`config.mk`:
```
export PLATFORM = sky130hd
export DESIGN_NAME = keypad_display_scan_entry
export DESIGN_NICKNAME = d
export VERILOG_FILES = /design/src/kdse_pkg.sv /design/src/kdse_key_decode.sv /design/src/kdse_entry_ctrl.sv /design/src/keypad_display_scan_entry.sv
export SDC_FILE = /design/constraint.sdc
export NUM_CORES = 1
export LEC_CHECK = 0
export ABC_CLOCK_PERIOD_IN_PS = 4400
export BUFFER_PORTS_ARGS = -buffer_cell sky130_fd_sc_hd__buf_2
export CAP_MARGIN = 20
export CORE_MARGIN = 3
export CORE_UTILIZATION = 57
export DETAILED_ROUTE_END_ITERATION = 12
export PLACE_DENSITY = 0.9
export SLEW_MARGIN = 10
export SYNTH_ARGS = -nofsm -noshare
export SYNTH_HDL_FRONTEND = slang
export SYNTH_SLANG_ARGS = --single-unit
```
`constraint.sdc`:
```
create_clock -name i_clk -period 4.4 [get_ports i_clk]
set_input_delay 0.22 -clock i_clk [delete_from_list [all_inputs] [get_ports i_clk]]
set_output_delay 0.22 -clock i_clk [all_outputs]
set_load 0.01 [all_outputs]
```
`src/kdse_pkg.sv`:
```
`default_nettype none
package kdse_pkg;

    localparam int unsigned NUM_DIGITS = 4;
    localparam int unsigned POS_W      = $clog2(NUM_DIGITS);
    localparam int unsigned COUNT_W    = 3;
    localparam int unsigned HOLD_W     = 16;
    localparam int unsigned SEG_W      = 8;
    localparam int unsigned CODE_W     = 4;
    localparam int unsigned ROW_W      = 4;

    localparam logic [HOLD_W-1:0]  HOLDOFF_RESET = 16'd100;
    localparam logic [CODE_W-1:0]  KEY_CLEAR     = 4'hA;
    localparam logic [CODE_W-1:0]  KEY_LAST_DIG  = 4'h9;
    localparam logic [COUNT_W-1:0] COUNT_FULL    = 3'd4;

    // Decoded keypad key
    typedef struct packed {
        logic              seen;
        logic [CODE_W-1:0] code;
    } t_key;

    // One scan tick's result
    typedef struct packed {
        logic [ROW_W-1:0]  digit_enable_n;
        logic [SEG_W-1:0]  segment_byte;
        logic              key_seen;
        logic [CODE_W-1:0] key_code;
        logic              key_accepted;
        logic              beep_start;
    } t_result;

    // Segment pattern for digits 0..9
    function automatic logic [SEG_W-1:0] seg_of(input logic [CODE_W-1:0] code);
        logic [SEG_W-1:0] s;
        case (code)
            4'd0:    s = 8'h5f;
            4'd1:    s = 8'h41;
            4'd2:    s = 8'h9b;
            4'd3:    s = 8'hd3;
            4'd4:    s = 8'hc5;
            4'd5:    s = 8'hd6;
            4'd6:    s = 8'hde;
            4'd7:    s = 8'h43;
            4'd8:    s = 8'hdf;
            4'd9:    s = 8'hd7;
            default: s = '0;
        endcase
        return s;
    endfunction

    // Key code by column (scan position) and row index
    function automatic logic [CODE_W-1:0] key_of(input logic [POS_W-1:0] col,
                                                 input logic [1:0] row);
        logic [CODE_W-1:0] k;
        case ({col, row})
            4'b00_00: k = 4'h1;
            4'b00_01: k = 4'h4;
            4'b00_10: k = 4'h7;
            4'b00_11: k = 4'he;
            4'b01_00: k = 4'h2;
            4'b01_01: k = 4'h5;
            4'b01_10: k = 4'h8;
            4'b01_11: k = 4'h0;
            4'b10_00: k = 4'h3;
            4'b10_01: k = 4'h6;
            4'b10_10: k = 4'h9;
            4'b10_11: k = 4'hf;
            4'b11_00: k = 4'ha;
            4'b11_01: k = 4'hb;
            4'b11_10: k = 4'hc;
            4'b11_11: k = 4'hd;
            default:  k = '0;
        endcase
        return k;
    endfunction

endpackage
`default_nettype wire

```
`src/kdse_key_decode.sv`:
```
`default_nettype none
module kdse_key_decode (
    input  wire logic [kdse_pkg::POS_W-1:0] i_col,
    input  wire logic [kdse_pkg::ROW_W-1:0] i_rows,
    output kdse_pkg::t_key                  o_key
);
    import kdse_pkg::*;

    logic [1:0] row_idx;
    logic       any_low;

    // Highest numbered low row wins
    always_comb begin
        row_idx = '0;
        any_low = 1'b0;
        for (int i = 0; i < ROW_W; i++) begin
            if (!i_rows[i]) begin
                row_idx = 2'(i);
                any_low = 1'b1;
            end
        end
        o_key.seen = any_low;
        o_key.code = any_low ? key_of(i_col, row_idx) : '0;
    end

endmodule
`default_nettype wire

```
`src/kdse_entry_ctrl.sv`:
```
`default_nettype none
module kdse_entry_ctrl (
    input  wire logic                        i_clk,
    input  wire logic                        i_rst_n,
    input  wire logic                        i_step,
    input  wire logic [kdse_pkg::ROW_W-1:0]  i_rows,
    input  wire logic [kdse_pkg::HOLD_W-1:0] i_holdoff_ticks,
    output kdse_pkg::t_result                o_res
);
    import kdse_pkg::*;

    logic [POS_W-1:0]   r_pos, n_pos;
    logic [SEG_W-1:0]   r_digit [NUM_DIGITS];
    logic [SEG_W-1:0]   n_digit [NUM_DIGITS];
    logic [COUNT_W-1:0] r_count, n_count;
    logic [HOLD_W-1:0]  r_hold, n_hold;
    t_key               w_key;
    logic               accepted;

    kdse_key_decode u_key_decode (
        .i_col  (r_pos),
        .i_rows (i_rows),
        .o_key  (w_key)
    );

    always_comb begin
        n_pos    = r_pos + 1'b1;
        n_count  = r_count;
        n_hold   = r_hold;
        accepted = 1'b0;
        for (int i = 0; i < NUM_DIGITS; i++) begin
            n_digit[i] = r_digit[i];
        end
        if (r_hold != '0) begin
            n_hold = r_hold - 1'b1;
        end else if (w_key.seen) begin
            if (w_key.code == KEY_CLEAR) begin
                for (int i = 0; i < NUM_DIGITS; i++) begin
                    n_digit[i] = '0;
                end
                n_count  = '0;
                accepted = 1'b1;
            end else if (w_key.code <= KEY_LAST_DIG && r_count < COUNT_FULL) begin
                // shift left, enter at the rightmost digit
                for (int i = 0; i < NUM_DIGITS - 1; i++) begin
                    n_digit[i] = r_digit[i+1];
                end
                n_digit[NUM_DIGITS-1] = seg_of(w_key.code);
                n_count  = r_count + 1'b1;
                accepted = 1'b1;
            end
            if (accepted) begin
                n_hold = i_holdoff_ticks;
            end
        end

        o_res.digit_enable_n = ~(ROW_W'(1) << r_pos);
        o_res.segment_byte   = r_digit[r_pos];
        o_res.key_seen       = w_key.seen;
        o_res.key_code       = w_key.code;
        o_res.key_accepted   = accepted;
        o_res.beep_start     = accepted;
    end

    always_ff @(posedge i_clk) begin
        if (!i_rst_n) begin
            r_pos   <= '0;
            r_count <= '0;
            r_hold  <= '0;
            for (int i = 0; i < NUM_DIGITS; i++) begin
                r_digit[i] <= '0;
            end
        end else if (i_step) begin
            r_pos   <= n_pos;
            r_count <= n_count;
            r_hold  <= n_hold;
            for (int i = 0; i < NUM_DIGITS; i++) begin
                r_digit[i] <= n_digit[i];
            end
        end
    end

endmodule
`default_nettype wire

```
`src/keypad_display_scan_entry.sv`:
```
`default_nettype none
// Four-digit multiplexed display and 4x4 keypad scanner. Every request on
// the slave stream is one scan tick carrying the active-low keypad rows; the
// block steps the scanned digit 1..4 (wrapping), and returns one result with
// that digit's active-low enable, its stored segment byte (as it was before
// this tick), the decoded key of the matching column, and whether the key
// was taken. Key A blanks the display; keys 0..9 enter at the rightmost
// digit while fewer than four are shown; an accepted key raises beep_start
// and starts a hold-off of holdoff_ticks scan ticks. Throughput is one tick
// per clock: all decode and state update sits between the scan state
// registers and a single output register, and a new request is taken
// whenever that register is empty or is being drained in the same cycle.
// The result is registered and valid in the cycle after its request is taken.
// holdoff_ticks resets to 100 and should only be written while no tick is outstanding.
module keypad_display_scan_entry (
    input  wire logic        i_clk,
    input  wire logic        i_rst_n,
    // hold-off configuration write
    input  wire logic        i_cfg_valid,
    output logic             o_cfg_ready,
    input  wire logic [15:0] i_cfg_data,
    // scan tick requests
    input  wire logic        i_s_tvalid,
    output logic             o_s_tready,
    input  wire logic [7:0]  i_s_tdata,   // [3:0] row_lines, [7:4] zero
    // scan results
    output logic             o_m_tvalid,
    input  wire logic        i_m_tready,
    output logic [23:0]      o_m_tdata    // [3:0] digit_enable_n, [11:4] segment_byte,
                                          // [12] key_seen, [16:13] key_code,
                                          // [17] key_accepted, [18] beep_start,
                                          // [23:19] zero
);
    import kdse_pkg::*;

    logic [HOLD_W-1:0] r_holdoff_ticks;
    logic              r_out_valid;
    t_result           r_out;
    t_result           w_res;
    logic              s_acc;

    // Config register: always ready
    assign o_cfg_ready = 1'b1;

    always_ff @(posedge i_clk) begin
        if (!i_rst_n) begin
            r_holdoff_ticks <= HOLDOFF_RESET;
        end else if (i_cfg_valid) begin
            r_holdoff_ticks <= i_cfg_data;
        end
    end

    // Take a new request when the output register is free or draining
    assign o_s_tready = !r_out_valid || i_m_tready;
    assign s_acc      = i_s_tvalid && o_s_tready;

    kdse_entry_ctrl u_entry_ctrl (
        .i_clk           (i_clk),
        .i_rst_n         (i_rst_n),
        .i_step          (s_acc),
        .i_rows          (i_s_tdata[ROW_W-1:0]),
        .i_holdoff_ticks (r_holdoff_ticks),
        .o_res           (w_res)
    );

    // Output register: hold while stalled, load on each request
    always_ff @(posedge i_clk) begin
        if (!i_rst_n) begin
            r_out_valid <= 1'b0;
        end else if (s_acc) begin
            r_out_valid <= 1'b1;
        end else if (i_m_tready) begin
            r_out_valid <= 1'b0;
        end
    end

    always_ff @(posedge i_clk) begin
        if (s_acc) begin
            r_out <= w_res;
        end
    end

    assign o_m_tvalid = r_out_valid;
    assign o_m_tdata  = {5'b0,
                         r_out.beep_start,
                         r_out.key_accepted,
                         r_out.key_code,
                         r_out.key_seen,
                         r_out.segment_byte,
                         r_out.digit_enable_n};

`ifndef SYNTHESIS
    // A taken key always comes from a detected key
    a_accept_needs_key: assert property (@(posedge i_clk) disable iff (!i_rst_n)
        s_acc && w_res.key_accepted |-> w_res.key_seen)
        else $error("key accepted without a key seen");

    // Exactly one digit enabled on every result
    a_one_digit: assert property (@(posedge i_clk) disable iff (!i_rst_n)
        r_out_valid |-> $onehot(~r_out.digit_enable_n))
        else $error("digit enable not one-hot low");

    // A nonzero hold-off blocks a key on the very next tick
    a_holdoff_blocks: assert property (@(posedge i_clk) disable iff (!i_rst_n)
        s_acc && w_res.key_accepted && r_holdoff_ticks != '0
        |=> !(s_acc && w_res.key_accepted))
        else $error("key accepted during hold-off");

    // A result under back-pressure is not overwritten
    a_no_overwrite: assert property (@(posedge i_clk) disable iff (!i_rst_n)
        r_out_valid && !i_m_tready |-> !s_acc)
        else $error("stalled result overwritten");
`endif

endmodule
`default_nettype wire

```
; ---- After elaboration in Yosys (flattened, before gate mapping)
; Memory sizes are Yosys's and may differ from the RTL's. A register that Yosys moved wholly into a read port is not among the register bits.
; Cells that the tools add are included.
[op_classes]
addsub = 3
n_lt_le_gt_ge = 2
n_eq_ne = 4
shifts = 1
n_mux = 31
n_bitwise = 7
reduce_logical = 13
[ops]
columns = operator, count
row1 = $mux W32, 4
row2 = $mux W16, 3
row3 = $mux W8, 4
row4 = $reduce_bool A16 Y1, 1
row5 = $sub A16 B1 Y16 const B, 1
row6 = $mux W1, 15
row7 = $reduce_and A4 Y1, 2
row8 = $reduce_bool A2 Y1, 4
row9 = $mux W3, 2
row10 = $eq A4 B4 Y1 const B, 1
row11 = $le A4 B4 Y1 const B, 1
row12 = $mux W2, 2
row13 = $mux W4, 1
row14 = $ne A4 B4 Y1 const B, 1
row15 = $not A4 Y4, 1
row16 = $or A1 B1 Y1, 4
row17 = $shl A1 B2 Y4 const A, 1
row18 = $add A3 B1 Y3 const B, 1
row19 = $lt A3 B3 Y1 const B, 1
row20 = $reduce_and A3 Y1, 1
row21 = $add A2 B1 Y2 const B, 1
row22 = $logic_and A1 B1 Y1, 2
row23 = $ne A2 B2 Y1 const B, 1
row24 = $not A1 Y1, 2
row25 = other kinds (4), 4
[totals]
register_bits = 48
mem_bits_rw = 32
mem_bits_ro = 176
mem_count = 3
[mem_list]
columns = memory, depth, word_bits, rd, rd_clocked_by_memory_dff, write_ports, line_no
row1 = (name not given), 16, 7, 1, 0, 0, kdse_pkg.sv:36  ; case (code)
row2 = (name not given), 16, 4, 1, 0, 0, kdse_pkg.sv:56  ; case ({col, row})
row3 = u_entry_ctrl.r_digit, 4, 8, 4, 1, 4, kdse_entry_ctrl.sv:13  ; logic [SEG_W-1:0] r_digit [NUM_DIGITS];

; ---- Logic depth before layout (Yosys ltp)
[depth]
depth_word = 14
mapped_depth = 13
ltp_nobuf = 11

; ---- Cells and area by module
; A second synthesis with hierarchy kept.
[hier_totals]
cells_unflattened = 392
area_unflattened_um2 = 4360.4
[by_module_without_submodules]
columns = module, instances, cells_each, area_per_inst_um2
row1 = kdse_entry_ctrl, 1, 287, 2947.8
row2 = keypad_display_scan_entry, 1, 83, 1275.0
row3 = kdse_key_decode, 1, 22, 137.6

; ---- Worst setup path after synthesis
; Ideal clock, no wire load.
[synth_path]
kind = register -> register
start = register u_entry_ctrl.r_pos[0]
end = memory u_entry_ctrl.r_digit[1][0] (enable)
setup_ps = 371
arrival_time_ps = 2963
required_time_ps = 4029
slack_ps = 1066
stages_incl_launch_ff = 11
path_cell_list = dfxtp_1 > clkbuf_1 > buf_1 > a31oi_1 > a21o_1 > inv_1 > ha_1 > o21bai_1 > o22a_1 > a2111oi_4 > nand2b_1
[synth_lines]
columns = item, line_no
row1 = "start, declared", kdse_entry_ctrl.sv:12  ; logic [POS_W-1:0] r_pos, n_pos;
row2 = "start signal, assigned", kdse_entry_ctrl.sv:74  ; r_pos <= n_pos;
row3 = "end, declared", kdse_entry_ctrl.sv:13

==> results.md <==
- In the routed layout, each cell is associated on average with a via count of 5.804.
- The utilization of the core after routing is 0.6553.
- The I/O pin count is 56.
- Along the worst hold path, the cell count comes to 3.
- The iteration count of the initial detailed-routing pass is 5.
- The multiplexer share of the synthesized area is 0.08362.
- After the first detailed-routing iteration, the DRC count stood at 239.
- The final cell count without fillers is 521.
- Overall power consumption after layout is estimated at 2.526 mW.
- Of the total synthesized cell area, the portion taken by XOR and XNOR cells is 0.006504.
- In this run, post-CTS repair resized a total of 0 instances.
- The count of final max-slew check failures is 0.
- For this run, the total global-route usage over all layers was measured as 0.2147.
- The die boundary width is 90.19 um.
- The number of antenna violations at the first check in global routing is 0.
- CTS saw 83 sinks.
- At the worst endpoint, the required time is 4.40 ns.
- The via count of the first global-routing pass is 2,955.
- The number of inserted filler cells in the final layout is 576.
- The number of cells on the worst reg-to-reg path is 9.
- The signal arrival time at the worst endpoint is 3.53 ns.
- Dividing the detail-routed wire length by the instance count gives 16.05 um.
- The number of port buffers is 44.
- The shortest period the worst path allows is 3.531 ns.
- The startpoint of the lowest-slack register-to-register path is u_entry_ctrl.r_pos[1]$_SDFFE_PN0P_.
- Counting every instance in the synthesized netlist gives 384.
- The number of warning messages in the yosys log is 0.
- The cell area that synthesis handed to floorplanning was 4040 sq um.
- The busiest layer in global routing is met2.
- The run finished with clean final reports.
- The routed design has 8.364 mm of wire.
- The final-report hold violation count is 0.
- The portion of the post-synthesis area used by sequential elements is 0.5228.
- The worst hold path begins at i_cfg_data[2].
- The number of antenna diodes in the final layout is 0.
- The worst hold-check path type is input pin to flip-flop.
- The unique cell type count in the Yosys netlist is 52.
- The die covers 8134 sq um.
- For this design the static power due to leakage is 1.817 nW.
- The effective utilization at floorplan is 0.5914.
- The fraction of layout cells with a size suffix above 1 is 0.1812.
- Entering global routing, the biggest net connects 28 pins.
- The core region is 6832 sq um.
- The register-to-register setup slack is 0.87 ns.
- The number of clock buffers added by TritonCTS is 9.
- Setup repair after global routing left no endpoint under its margin.
- Hold repair after CTS inserted 0 buffers.
- The number of synthesized flops with an enable pin is 45.
- Summed over all nets, the half-perimeter wirelength after detailed placement is 5.772 mm.
- For met1 alone, demand over resource in global routing was 0.2559.
- The worst setup path is of the flip-flop to flip-flop kind.
- The synthesized-area fraction occupied by ao, oa, aoi and oai cells is 0.1217.
- Counting flops and latches in the post-synthesis netlist gives 83.
- The final weighted congestion of routability-driven global placement is 0.8689.
- The count of nets after finishing is 462.
- The headroom to the max-slew limit is 0.3015.
- The floorplan step set the die height to 90.19 um.
- For this run, global-route usage on met2 was measured as 0.3839.
- After clock tree synthesis, the clock-pin slew on the worst setup and hold paths is 0.10 ns.
- In this run the worst path has a maximum fanout of 14.
- Buffers added to address setup during post-CTS repair amount to 0.
- The worst register-to-register path ends at u_entry_ctrl.r_digit[1][2]$_SDFFCE_PP0P_.
- The clock tree from TritonCTS is built.
- The area growth from synthesis to layout is 10.81%.
- The number of buffers between clock root and the deepest sink is 2.
- The setup total negative slack is 0 ns.
- The transition time of the tightest slew-check pin is 1.043 ns.
- Of the total synthesized cell area, the portion taken by full adders, half adders and majority gates is 0.04026.
- The maximum operating frequency is 283.2 MHz.
- The type of element launching the critical path is a flip-flop.
- The setup-violating endpoint count in the final report is 0.
- The leading area contributor after synthesis is edfxtp_1.
- The detail route stage leaves a number of antenna-violating nets equal to 0.
- On the final layout, the worst clock skew is 0.01084 ns.
- IR analysis of the VDD net gives a maximum drop of 403.5 uV.
- The share of the synthesized area in the top cell type is 0.3345.
- Among all cell types in the netlist, the one instantiated most often is edfxtp_1.
- The clock tree synthesis step divided the H-tree into 3 levels.
- In the global route stage, met3 resource usage came out at 0.04603.
- The area used by sequential logic in the layout is 2112 sq um.
- The average footprint of a synthesized cell is 10.52 sq um.
- Max-cap violations in this run came to 0.
- The final cycle utilization of the critical path is 0.8026.
- Global routing finished with a remaining overflow of 0.
- Of the total synthesized cell area, the portion taken by AND, OR, NAND and NOR gates is 0.1688.
- Sorting the synthesized cells by how often they occur yields edfxtp_1, nor2_1, dfxtp_1.
- The area taken by multi-input logic gates is 1727 sq um.
- The first global-routing pass estimated 14.01 mm of wire.
- The detailed router placed 3,024 vias in this run.
- The endpoint kind of the worst setup timing path is a flip-flop.
- In the synthesized netlist the dominant register cell turns out to be edfxtp_1.
- The clock latency of the later-clocked register in the worst-skew pair is 0.36 ns.
- By area the synthesized netlist is led by edfxtp_1, dfxtp_1, mux2i_1.
- In this run the clock root is driven by a clkbuf_8.
- The cell row count is 30.
- The total power per unit cell area is 564.3 nW/um^2.
- Counting tap cells, the placed design contains a total of 505 instances.
- Of all flip-flops after synthesis, the portion carrying an async set or reset was 0.
- For hold timing, the worst endpoint is r_holdoff_ticks[2]$_SDFFE_PN1P_.
- For this run, design rule violations remaining after detail routing come to 0.
- By area, the combinational part of the netlist is dominated by simple AND/OR/NAND/NOR gates.
## power by group
part | total [mW] | switching, mW | internal, mW
Combinational | 0.937 | 0.585 | 0.352
Sequential | 1.05 | 0.0939 | 0.958
Clock | 0.537 | 0.316 | 0.221
Total | 2.53 | 0.995 | 1.53
## registers in the layout (all words and copies together), names as in the netlist
register and count:
u_entry_ctrl.r_digit 28, o_m_tdata 17, r_holdoff_ticks 16, u_entry_ctrl.r_hold 16
u_entry_ctrl.r_count 3, u_entry_ctrl.r_pos 2, o_m_tvalid 1
## routing by layer
metal	wire (um)	up-vias
li1	-	1441
met1	3401	1463
met2	4349	107
met3	476	13
met4	137	0
met5	0	-
## final cells by class
cell class | instances | area share
inverter | 19 | 0.01593
clock inverter | 7 | 0.01453
clock buffer | 9 | 0.02767
sequential | 83 | 0.4718
tap | 96 | 0.02683
timing repair buffer | 49 | 0.05757
multi-input combinational | 258 | 0.3857
## critical path, stage by stage, from the launching register on
cell and delay (ns):
dfxtp_1 0.35, buf_4 0.20, inv_1 0.14, o22ai_1 0.11, a22oi_1 0.49, ha_1 0.28, o21bai_1 0.08, o22a_1 0.24
a2111oi_4 0.63, nand2b_1 0.63
## cell usage in the layout, fill, tap and decap left out, drive strengths merged, types with 13 or more instances in the layout
master  synthesis  layout
mux2i          18      18
nand2          32      32
nor2           39      39
edfxtp         45      45
dfxtp          38      38
and2           15      15
inv            18      24
ha             13      13
a21oi          19      19
buf            12      49
## worst max path at each step
stage                                               end  depth (start not counted)  slack, ns                               start
5_1_grt        u_entry_ctrl.r_digit[2][2]$_SDFFCE_PP0P_                          9       0.64  u_entry_ctrl.r_pos[1]$_SDFFE_PN0P_
3_3_place_gp   u_entry_ctrl.r_digit[1][3]$_SDFFCE_PP0P_                          9       1.04  u_entry_ctrl.r_pos[1]$_SDFFE_PN0P_
3_5_place_dp   u_entry_ctrl.r_digit[2][7]$_SDFFCE_PP0P_                          9       0.90  u_entry_ctrl.r_pos[1]$_SDFFE_PN0P_
2_1_floorplan  u_entry_ctrl.r_digit[1][0]$_SDFFCE_PP0P_                         10       1.07  u_entry_ctrl.r_pos[0]$_SDFFE_PN0P_
6_report       u_entry_ctrl.r_digit[1][2]$_SDFFCE_PP0P_                          9       0.87  u_entry_ctrl.r_pos[1]$_SDFFE_PN0P_
4_1_cts        u_entry_ctrl.r_digit[1][1]$_SDFFCE_PP0P_                          9       0.87  u_entry_ctrl.r_pos[1]$_SDFFE_PN0P_
## cells by family (layout without fill, tap and decap cells)
kind of cell	after synthesis	in the layout
AOI/OAI and AO/OA	74	74
xor gates and xnor gates	3	3
adders and majority gates	13	13
buffers and inverters	48	84
DFF	83	83
muxes	25	25
other	2	7
and+or+nand+nor	136	136
## through the flow
step / hold WS, ns / worst slack [ns] / area (sq um)
after detailed placement: 0.4475 / 0.8967 / 4288
after CTS: 0.06642 / 0.8747 / 4477
final: 0.06705 / 0.8686 / 4477
after global placement: 0.4344 / 1.037 / 4288
after global routing: 0.07117 / 0.6415 / 4477
after floorplan: 0.3484 / 1.066 / 4059
(Power assumes the default switching activity.)
